## src/design/slcm_pkg.sv

```systemverilog
`default_nettype none
package slcm_pkg;

    localparam int NUM_LEDS = 4;
    localparam int REG_IDX_W = 3;

    typedef logic [3:0] mode_t;

    localparam mode_t MODE_ERROR        = 4'd1;
    localparam mode_t MODE_KEYBOARD     = 4'd2;
    localparam mode_t MODE_TOUCH        = 4'd3;
    localparam mode_t MODE_CAPSLOCK     = 4'd4;
    localparam mode_t MODE_BREATH_RED   = 4'd5;
    localparam mode_t MODE_BREATH_GREEN = 4'd6;
    localparam mode_t MODE_BREATH_BLUE  = 4'd7;
    localparam mode_t MODE_FAN          = 4'd8;
    localparam mode_t MODE_BACKLIGHT    = 4'd9;
    localparam mode_t MODE_RANDOM       = 4'd10;
    localparam mode_t MODE_BATTERY      = 4'd11;

    localparam logic [REG_IDX_W-1:0] REG_LED0_MODE   = 3'd0;
    localparam logic [REG_IDX_W-1:0] REG_LED1_MODE   = 3'd1;
    localparam logic [REG_IDX_W-1:0] REG_LED2_MODE   = 3'd2;
    localparam logic [REG_IDX_W-1:0] REG_LED3_MODE   = 3'd3;
    localparam logic [REG_IDX_W-1:0] REG_BREATH_PEAK = 3'd4;

    localparam logic [7:0] PEAK_RESET  = 8'd50;
    localparam logic [7:0] LEVEL_HIGH  = 8'd80;
    localparam logic [7:0] LEVEL_LOW   = 8'd20;
    localparam logic [7:0] COLOR_ON    = 8'd10;
    localparam logic [3:0] FADE_START  = 4'd10;

    typedef struct packed {
        logic [7:0] red;
        logic [7:0] green;
        logic [7:0] blue;
    } rgb_t;

    typedef struct packed {
        mode_t [NUM_LEDS-1:0] mode;
        logic [7:0]           peak;
    } cfg_t;

    typedef struct packed {
        logic [7:0] battery_level;
        logic       error_flag;
        logic       keyboard_activity;
        logic       touch_activity;
        logic       capslock_on;
        logic [7:0] fan_level;
        logic [7:0] backlight_level;
    } status_t;

    // per-tick animation values handed from the state unit to the palette
    typedef struct packed {
        logic [7:0] breath;
        rgb_t       keyboard_rgb;
        rgb_t       touch_rgb;
    } anim_t;

    localparam rgb_t RGB_BLACK = '{red: 8'd0, green: 8'd0, blue: 8'd0};
    localparam rgb_t RGB_RED   = '{red: COLOR_ON, green: 8'd0, blue: 8'd0};
    localparam rgb_t RGB_GREEN = '{red: 8'd0, green: COLOR_ON, blue: 8'd0};
    localparam rgb_t RGB_BLUE  = '{red: 8'd0, green: 8'd0, blue: COLOR_ON};

    // exact for any 8-bit value: x / 10 == (x * 205) >> 11 below 1029
    function automatic logic [7:0] div10(input logic [7:0] v);
        logic [15:0] prod;
        prod = 16'(v) * 16'd205;
        return 8'(prod >> 11);
    endfunction

    function automatic rgb_t level_rgb(input logic [7:0] v);
        rgb_t c;
        if (v >= LEVEL_HIGH) begin
            c = RGB_RED;
        end
        else if (v == 8'd0) begin
            c = RGB_BLUE;
        end
        else begin
            c = '{red: 8'd0, green: div10(v), blue: 8'd0};
        end
        return c;
    endfunction

endpackage
`default_nettype wire

```

## src/design/slcm_cfg.sv

```systemverilog
`default_nettype none
module slcm_cfg
(
    input  wire logic                           clk,
    input  wire logic                           rst_n,
    input  wire logic                           cfg_valid,
    input  wire logic [slcm_pkg::REG_IDX_W-1:0] cfg_index,
    input  wire logic [7:0]                     cfg_data,
    output slcm_pkg::cfg_t                      cfg
);

    slcm_pkg::cfg_t cfg_reg;
    slcm_pkg::cfg_t cfg_next;
    slcm_pkg::mode_t wr_mode;
    logic            mode_ok;

    assign wr_mode = cfg_data[3:0];
    assign mode_ok = (wr_mode >= slcm_pkg::MODE_ERROR) && (wr_mode <= slcm_pkg::MODE_BATTERY);

    always_comb
    begin
        cfg_next = cfg_reg;
        if (cfg_valid)
        begin
            unique case (cfg_index)
                slcm_pkg::REG_LED0_MODE:
                begin
                    if (mode_ok)
                    begin
                        cfg_next.mode[0] = wr_mode;
                    end
                end
                slcm_pkg::REG_LED1_MODE:
                begin
                    if (mode_ok)
                    begin
                        cfg_next.mode[1] = wr_mode;
                    end
                end
                slcm_pkg::REG_LED2_MODE:
                begin
                    if (mode_ok)
                    begin
                        cfg_next.mode[2] = wr_mode;
                    end
                end
                slcm_pkg::REG_LED3_MODE:
                begin
                    if (mode_ok)
                    begin
                        cfg_next.mode[3] = wr_mode;
                    end
                end
                slcm_pkg::REG_BREATH_PEAK:
                begin
                    cfg_next.peak = cfg_data;
                end
                default:
                begin
                    cfg_next = cfg_reg;
                end
            endcase
        end
    end

    always_ff @(posedge clk or negedge rst_n)
    begin
        if (!rst_n)
        begin
            cfg_reg.mode[0] <= slcm_pkg::MODE_ERROR;
            cfg_reg.mode[1] <= slcm_pkg::MODE_KEYBOARD;
            cfg_reg.mode[2] <= slcm_pkg::MODE_TOUCH;
            cfg_reg.mode[3] <= slcm_pkg::MODE_CAPSLOCK;
            cfg_reg.peak    <= slcm_pkg::PEAK_RESET;
        end
        else
        begin
            cfg_reg <= cfg_next;
        end
    end

    assign cfg = cfg_reg;

endmodule
`default_nettype wire

```

## src/design/slcm_state.sv

```systemverilog
`default_nettype none
module slcm_state
(
    input  wire logic           clk,
    input  wire logic           rst_n,
    input  wire logic           advance,
    input  wire slcm_pkg::cfg_t cfg,
    input  wire logic           keyboard_activity,
    input  wire logic           touch_activity,
    output slcm_pkg::anim_t     anim
);

    logic [7:0] breath_reg;
    logic [7:0] breath_next;
    logic       rising_reg;
    logic       rising_next;
    logic [3:0] kbd_fade_reg;
    logic [3:0] kbd_fade_next;
    logic [3:0] tch_fade_reg;
    logic [3:0] tch_fade_next;
    logic       mid;
    logic       kbd_used;
    logic       tch_used;
    slcm_pkg::rgb_t kbd_rgb;
    slcm_pkg::rgb_t tch_rgb;

    // triangle counter step
    always_comb
    begin
        breath_next = breath_reg;
        rising_next = rising_reg;
        if (rising_reg)
        begin
            if (breath_reg >= cfg.peak)
            begin
                rising_next = 1'b0;
                breath_next = cfg.peak;
            end
            else
            begin
                breath_next = breath_reg + 8'd1;
            end
        end
        else
        begin
            if (breath_reg != 8'd0)
            begin
                breath_next = breath_reg - 8'd1;
            end
            else
            begin
                rising_next = 1'b1;
            end
        end
    end

    assign mid = (breath_next == (cfg.peak >> 1));

    always_comb
    begin
        kbd_used = 1'b0;
        tch_used = 1'b0;
        for (int i = 0; i < slcm_pkg::NUM_LEDS; i++)
        begin
            if (cfg.mode[i] == slcm_pkg::MODE_KEYBOARD)
            begin
                kbd_used = 1'b1;
            end
            if (cfg.mode[i] == slcm_pkg::MODE_TOUCH)
            begin
                tch_used = 1'b1;
            end
        end
    end

    // keyboard fade
    always_comb
    begin
        kbd_fade_next = kbd_fade_reg;
        kbd_rgb       = slcm_pkg::RGB_BLACK;
        if (kbd_used)
        begin
            if (keyboard_activity)
            begin
                kbd_fade_next = slcm_pkg::FADE_START;
                kbd_rgb       = slcm_pkg::RGB_BLUE;
            end
            else if (kbd_fade_reg != 4'd0)
            begin
                if (mid)
                begin
                    kbd_fade_next = kbd_fade_reg - 4'd1;
                end
                kbd_rgb = '{red: 8'd0, green: 8'd0, blue: 8'(kbd_fade_next)};
            end
            else
            begin
                kbd_rgb = slcm_pkg::RGB_GREEN;
            end
        end
    end

    // touch fade
    always_comb
    begin
        tch_fade_next = tch_fade_reg;
        tch_rgb       = slcm_pkg::RGB_BLACK;
        if (tch_used)
        begin
            if (touch_activity)
            begin
                tch_fade_next = slcm_pkg::FADE_START;
                tch_rgb       = slcm_pkg::RGB_BLUE;
            end
            else if (tch_fade_reg != 4'd0)
            begin
                if (mid)
                begin
                    tch_fade_next = tch_fade_reg - 4'd1;
                end
                tch_rgb = '{red: 8'd0, green: 8'd0, blue: 8'(tch_fade_next)};
            end
            else
            begin
                tch_rgb = slcm_pkg::RGB_GREEN;
            end
        end
    end

    always_ff @(posedge clk or negedge rst_n)
    begin
        if (!rst_n)
        begin
            breath_reg   <= 8'd0;
            rising_reg   <= 1'b1;
            kbd_fade_reg <= 4'd0;
            tch_fade_reg <= 4'd0;
        end
        else if (advance)
        begin
            breath_reg   <= breath_next;
            rising_reg   <= rising_next;
            kbd_fade_reg <= kbd_fade_next;
            tch_fade_reg <= tch_fade_next;
        end
    end

    assign anim.breath       = breath_next;
    assign anim.keyboard_rgb = kbd_rgb;
    assign anim.touch_rgb    = tch_rgb;

endmodule
`default_nettype wire

```

## src/design/slcm_palette.sv

```systemverilog
`default_nettype none
module slcm_palette
(
    input  wire slcm_pkg::status_t                 status,
    input  wire slcm_pkg::anim_t                   anim,
    input  wire slcm_pkg::cfg_t                    cfg,
    output slcm_pkg::rgb_t [slcm_pkg::NUM_LEDS-1:0] led
);

    slcm_pkg::rgb_t err_rgb;
    slcm_pkg::rgb_t caps_rgb;
    slcm_pkg::rgb_t fan_rgb;
    slcm_pkg::rgb_t bl_rgb;
    slcm_pkg::rgb_t batt_rgb;

    assign err_rgb  = status.error_flag  ? slcm_pkg::RGB_RED : slcm_pkg::RGB_GREEN;
    assign caps_rgb = status.capslock_on ? slcm_pkg::RGB_RED : slcm_pkg::RGB_GREEN;
    assign fan_rgb  = slcm_pkg::level_rgb(status.fan_level);
    assign bl_rgb   = slcm_pkg::level_rgb(status.backlight_level);

    always_comb
    begin
        if (status.battery_level >= slcm_pkg::LEVEL_HIGH)
        begin
            batt_rgb = slcm_pkg::RGB_GREEN;
        end
        else if (status.battery_level <= slcm_pkg::LEVEL_LOW)
        begin
            batt_rgb = slcm_pkg::RGB_RED;
        end
        else
        begin
            batt_rgb = '{red: 8'd0, green: 8'd0,
                         blue: slcm_pkg::div10(status.battery_level)};
        end
    end

    always_comb
    begin
        for (int i = 0; i < slcm_pkg::NUM_LEDS; i++)
        begin
            unique case (cfg.mode[i])
                slcm_pkg::MODE_ERROR:        led[i] = err_rgb;
                slcm_pkg::MODE_KEYBOARD:     led[i] = anim.keyboard_rgb;
                slcm_pkg::MODE_TOUCH:        led[i] = anim.touch_rgb;
                slcm_pkg::MODE_CAPSLOCK:     led[i] = caps_rgb;
                slcm_pkg::MODE_BREATH_RED:
                    led[i] = '{red: anim.breath, green: 8'd0, blue: 8'd0};
                slcm_pkg::MODE_BREATH_GREEN:
                    led[i] = '{red: 8'd0, green: anim.breath, blue: 8'd0};
                slcm_pkg::MODE_BREATH_BLUE:
                    led[i] = '{red: 8'd0, green: 8'd0, blue: anim.breath};
                slcm_pkg::MODE_FAN:          led[i] = fan_rgb;
                slcm_pkg::MODE_BACKLIGHT:    led[i] = bl_rgb;
                slcm_pkg::MODE_RANDOM:       led[i] = slcm_pkg::RGB_BLACK;
                slcm_pkg::MODE_BATTERY:      led[i] = batt_rgb;
                default:                     led[i] = slcm_pkg::RGB_BLACK;
            endcase
        end
    end

endmodule
`default_nettype wire

```

## src/design/status_led_color_mapper_core.sv

```systemverilog
`default_nettype none
// Maps one system status word per clock, while out_stall is low, to the colors of
// four LEDs. A word is taken into an input register, colored combinationally and
// held in an output register; the block sustains one word per cycle while out_stall
// is low. The breathing counter and the two fade levels are updated as a word moves
// from the input register to the output register.
// cfg_ready is always high; configuration is meant to be written while idle.
module status_led_color_mapper_core
(
    input  wire logic                           clk,
    input  wire logic                           rst_n,

    input  wire logic                           cfg_valid,
    output wire logic                           cfg_ready,
    input  wire logic [slcm_pkg::REG_IDX_W-1:0] cfg_index,
    input  wire logic [7:0]                     cfg_data,

    input  wire logic                           in_valid,
    output wire logic                           in_stall,
    input  wire logic [7:0]                     battery_level,
    input  wire logic                           error_flag,
    input  wire logic                           keyboard_activity,
    input  wire logic                           touch_activity,
    input  wire logic                           capslock_on,
    input  wire logic [7:0]                     fan_level,
    input  wire logic [7:0]                     backlight_level,

    output wire logic                           out_valid,
    input  wire logic                           out_stall,
    output wire logic [7:0]                     led0_red,
    output wire logic [7:0]                     led0_green,
    output wire logic [7:0]                     led0_blue,
    output wire logic [7:0]                     led1_red,
    output wire logic [7:0]                     led1_green,
    output wire logic [7:0]                     led1_blue,
    output wire logic [7:0]                     led2_red,
    output wire logic [7:0]                     led2_green,
    output wire logic [7:0]                     led2_blue,
    output wire logic [7:0]                     led3_red,
    output wire logic [7:0]                     led3_green,
    output wire logic [7:0]                     led3_blue
);

    slcm_pkg::cfg_t                          cfg;
    slcm_pkg::anim_t                         anim;
    slcm_pkg::rgb_t [slcm_pkg::NUM_LEDS-1:0] led_color;

    logic              in_full_reg;
    logic              in_full_next;
    slcm_pkg::status_t status_reg;
    logic              out_valid_reg;
    logic              out_valid_next;
    slcm_pkg::rgb_t [slcm_pkg::NUM_LEDS-1:0] led_reg;

    logic accept;
    logic advance;

    assign cfg_ready = 1'b1;

    // word moves from the input register to the output register
    assign advance  = in_full_reg && (!out_valid_reg || !out_stall);
    assign in_stall = in_full_reg && !advance;
    assign accept   = in_valid && !in_stall;

    assign in_full_next   = accept ? 1'b1 : (advance ? 1'b0 : in_full_reg);
    assign out_valid_next = advance ? 1'b1 : (out_stall ? out_valid_reg : 1'b0);

    always_ff @(posedge clk or negedge rst_n)
    begin
        if (!rst_n)
        begin
            in_full_reg   <= 1'b0;
            out_valid_reg <= 1'b0;
        end
        else
        begin
            in_full_reg   <= in_full_next;
            out_valid_reg <= out_valid_next;
        end
    end

    always_ff @(posedge clk)
    begin
        if (accept)
        begin
            status_reg.battery_level     <= battery_level;
            status_reg.error_flag        <= error_flag;
            status_reg.keyboard_activity <= keyboard_activity;
            status_reg.touch_activity    <= touch_activity;
            status_reg.capslock_on       <= capslock_on;
            status_reg.fan_level         <= fan_level;
            status_reg.backlight_level   <= backlight_level;
        end
        if (advance)
        begin
            led_reg <= led_color;
        end
    end

    slcm_cfg u_cfg
    (
        .clk       (clk),
        .rst_n     (rst_n),
        .cfg_valid (cfg_valid),
        .cfg_index (cfg_index),
        .cfg_data  (cfg_data),
        .cfg       (cfg)
    );

    slcm_state u_state
    (
        .clk               (clk),
        .rst_n             (rst_n),
        .advance           (advance),
        .cfg               (cfg),
        .keyboard_activity (status_reg.keyboard_activity),
        .touch_activity    (status_reg.touch_activity),
        .anim              (anim)
    );

    slcm_palette u_palette
    (
        .status (status_reg),
        .anim   (anim),
        .cfg    (cfg),
        .led    (led_color)
    );

    assign out_valid  = out_valid_reg;
    assign led0_red   = led_reg[0].red;
    assign led0_green = led_reg[0].green;
    assign led0_blue  = led_reg[0].blue;
    assign led1_red   = led_reg[1].red;
    assign led1_green = led_reg[1].green;
    assign led1_blue  = led_reg[1].blue;
    assign led2_red   = led_reg[2].red;
    assign led2_green = led_reg[2].green;
    assign led2_blue  = led_reg[2].blue;
    assign led3_red   = led_reg[3].red;
    assign led3_green = led_reg[3].green;
    assign led3_blue  = led_reg[3].blue;

endmodule
`default_nettype wire

```

## config.mk

```make
export PLATFORM = sky130hd
export DESIGN_NAME = status_led_color_mapper_core
export DESIGN_NICKNAME = d
export VERILOG_FILES = /design/src/design/slcm_pkg.sv /design/src/design/slcm_cfg.sv /design/src/design/slcm_state.sv /design/src/design/slcm_palette.sv /design/src/design/status_led_color_mapper_core.sv
export SDC_FILE = /design/constraint.sdc
export NUM_CORES = 1
export LEC_CHECK = 0
export BUFFER_PORTS_ARGS = -buffer_cell sky130_fd_sc_hd__buf_2
export CAP_MARGIN = 25
export CORE_ASPECT_RATIO = 0.9
export CORE_MARGIN = 4
export CORE_UTILIZATION = 40
export CTS_BUF_LIST = sky130_fd_sc_hd__clkbuf_2 sky130_fd_sc_hd__clkbuf_4 sky130_fd_sc_hd__clkbuf_8
export DETAILED_ROUTE_END_ITERATION = 16
export SLEW_MARGIN = 15
export SYNTH_ARGS = -nofsm -noshare
export SYNTH_HDL_FRONTEND = slang
export SYNTH_HIERARCHICAL = 1
export SYNTH_SLANG_ARGS = --single-unit
```

## constraint.sdc

```tcl
create_clock -name clk -period 8.45 [get_ports clk]
set_input_delay 1.69 -clock clk [delete_from_list [all_inputs] [get_ports clk]]
set_output_delay 1.69 -clock clk [all_outputs]
set_load 0.01 [all_outputs]
```

==> results.sh <==
export IMPL_status="complete, no violations"
export IMPL_hp_start="in_full_reg$_DFFE_PN0P_"
export IMPL_crit_type="reg2reg"
export IMPL_drc=0
export IMPL_yosysTopAreaCellShare=0.276
export IMPL_finalPower_mw=3.83
export IMPL_startpoint="status_reg[14]$_DFFE_PP_"
export IMPL_r2r_start="status_reg[14]$_DFFE_PP_"
export IMPL_drt_vias_per_instance=5.79
export IMPL_max_freq_mhz=216
export IMPL_hp_class="reg2reg"
export IMPL_htreeDepth=4
export IMPL_syn_area_per_cell_sq_um=10.2
export IMPL_slew_violations=0
export IMPL_clk_pin_slew_ns=0.10
export IMPL_synth_seq_cells=167
export IMPL_std_cell_rows=63
export IMPL_wl_mm=37.6
export IMPL_synth_edff_count=124
export IMPL_period_share=0.549
export IMPL_clock_root_buffer="clkbuf_8"
export IMPL_hold_buffers=0
export IMPL_cpPeakStageDelay_ns=0.57
export IMPL_wl_per_cell_um=20.1
export IMPL_ys_flop_type="edfxtp_1"
export IMPL_start_util=0.407
export IMPL_worstPathMaxFanout=5
export IMPL_portBuffers=141
export IMPL_die_w_um=202
export IMPL_finalInstanceArea_sq_um=14900
export IMPL_grt_pass1_vias=10564
export IMPL_gp_congestion=0.908
export IMPL_drive_above_1_share=0.183
export IMPL_drt_initial_drc_count=1191
export IMPL_yosysSeqAreaShare=0.357
export IMPL_gr_total_overflow=0
export IMPL_cp_start_kind="flop"
export IMPL_vias=10847
export IMPL_end_kind="flop"
export IMPL_final_common_cell="ha_1"
export IMPL_clk_path_buf_depth=2
export IMPL_synth_top_cell_by_area="edfxtp_1"
export IMPL_io_pins=143
export IMPL_layout_common_cells="ha_1, inv_1, buf_2, edfxtp_1, nand2_1"
export IMPL_cts_num_sinks=167
export IMPL_finalCriticalPeriod_ns=4.64
export IMPL_final_setup_viol_count=0
export IMPL_dr_pass1_iters=12
export IMPL_leakagePower_nw=6.75
export IMPL_holdWs_ns=0.513
export IMPL_crit_required_ns=8.63
export IMPL_synthTopCellsByArea="edfxtp_1, ha_1, dfrtp_1"
export IMPL_relSlewSlack=0.255
export IMPL_hold_violations=0
export IMPL_postCtsSetupBuffers=0
export IMPL_dpl_hpwl_mm=27.9
export IMPL_grt_pass1_wl_mm=59.4
export IMPL_cts_buffers_inserted=17
export IMPL_synth_distinct_cells=90
export IMPL_fin_worst_skew_ns=0.0281
export IMPL_nFillCells=3176
export IMPL_dieArea_sq_um=36700
export IMPL_ir_worst_vdd_mv=0.142
export IMPL_die_y_um=182
export IMPL_path_delay_family="adder cells"
export IMPL_coreArea_sq_um=33100
export IMPL_antenna_found_initial=0
export IMPL_dp_cells=1840
export IMPL_areaGrowthSynthToFinish_pct=10.2
export IMPL_largest_reg_flops=28
export IMPL_rsz0062_at_grt="false"
export IMPL_final_net_count=1676
export IMPL_slowest_stage="fa_1"
export IMPL_post_cts_resized=0
export IMPL_fin_cells=1872
export IMPL_yosys_warnings=6
export IMPL_netlist_area_sq_um=13500
export IMPL_insertion_delay_ns=0.48
export IMPL_crit_path_frequent_cell="fa_1"
export IMPL_drtAntennaViolNets=0
export IMPL_tns_ns=0
export IMPL_worstMarginPinSlew_ns=1.11
export IMPL_max_cap_viol_count=0
export IMPL_cp_data_arrival_time_ns=4.82
export IMPL_async_reset_ff_frac=0.257
export IMPL_place_area_sq_um=14500
export IMPL_crit_buf_inv=2
export IMPL_track_usage=0.201
export IMPL_synthCells=1324
export IMPL_cts_tree="built"
export IMPL_grt_max_degree=63
export IMPL_crit_chain="ha_1 > inv_1 > fa_1 > fa_1 > fa_1 > inv_1 > ha_1 > a21oi_1 > o21ai_0 > a41oi_1 > o221ai_1 > xnor2_1 > o221ai_1"
export IMPL_diodes=0
export IMPL_power_density_nw_per_um2=258
-- kinds of logic after synthesis --
group | Yosys count | synth area share
multiplexers | 39 | 0.0330
AND/OR/NAND/NOR | 335 | 0.130
buffers and inverters | 259 | 0.0858
other | 2 | 0.000557
flip-flops | 167 | 0.357
adder cells (fa/ha/maj) | 195 | 0.198
AO/OA/AOI/OAI | 292 | 0.173
XOR/XNOR | 35 | 0.0227
-- per-stage QoR --
stage / util / setup slack [ns]
6_report: 0.449 / 3.81
3_3_place_gp: 0.437 / 3.99
4_1_cts: 0.449 / 3.82
5_1_grt: 0.449 / 3.57
3_5_place_dp: 0.437 / 3.85
2_1_floorplan: - / 1.27
-- routing by layer --
layer  track usage  vias up  routed length [um]
li1              -     5118                   -
met1         0.279     5156               16700
met2         0.323      507               17200
met3        0.0338       66                2820
met4        0.0631        0                 841
met5             0        -                   0
-- Yosys cell counts, drive strengths merged (5+ instances only) --
cell type,count
or2,5
o21bai,7
nor4,8
fa,31
and2,12
or4,7
o21ai,29
nand2b,13
and3,7
nor2,60
ha,164
mux2i,7
clkbuf,37
nand4,13
a31oi,13
edfxtp,124
nor3b,9
and4,7
o211ai,18
o221ai,13
a21oi,43
dfstp,9
a311oi,6
buf,60
nor2b,14
mux2,32
nand3,44
nand2,96
a22oi,17
dfrtp,34
nor4b,5
xnor2,20
inv,162
a21o,12
nor3,24
a211oi,14
xor2,15
a222oi,79
-- final timing paths --
check / to / slack (ns) / cells past startpoint
worst max-delay path: led1_green[4]$_DFFE_PP_ / 3.81 / 13
worst min-delay path: out_valid$_DFFE_PN0P_ / 0.51 / 1
worst max register to register: led1_green[4]$_DFFE_PP_ / 3.81 / 13
worst min register to register: out_valid$_DFFE_PN0P_ / 0.51 / 1
max in group asynchronous: u_cfg/cfg[13]$_DFFE_PN1P_ / 6.76 / 2
min in group asynchronous: in_full_reg$_DFFE_PN0P_ / 1.28 / 2
-- power by group --
| group | leakage (nW) | internal (mW) | switching, mW |
|---|---|---|---|
| combinational | 4.81 | 0.711 | 1.23 |
| clock | 0.204 | 0.250 | 0.341 |
| sequential | 1.73 | 1.08 | 0.222 |
-- cell type report --
class / instances / area, sq um / share of cell area
sequential: 167 / 4810 / 0.324
clock buffer: 19 / 249 / 0.0168
multi-input combinational: 933 / 7700 / 0.518
clock inverter: 13 / 143 / 0.00960
tap: 422 / 528 / 0.0355
timing repair buffer: 156 / 818 / 0.0551
inverter: 162 / 608 / 0.0409
-- worst register-to-register path: cells and delay by family, from the launching register on --
kind	cells	cell delay, ns
adders and majority gates	5	2.27
DFF	1	0.50
AOI/OAI and AO/OA	5	1.06
xor gates and xnor gates	1	0.41
buffers and inverters	2	0.12
Power figures use the tool's default switching activity.
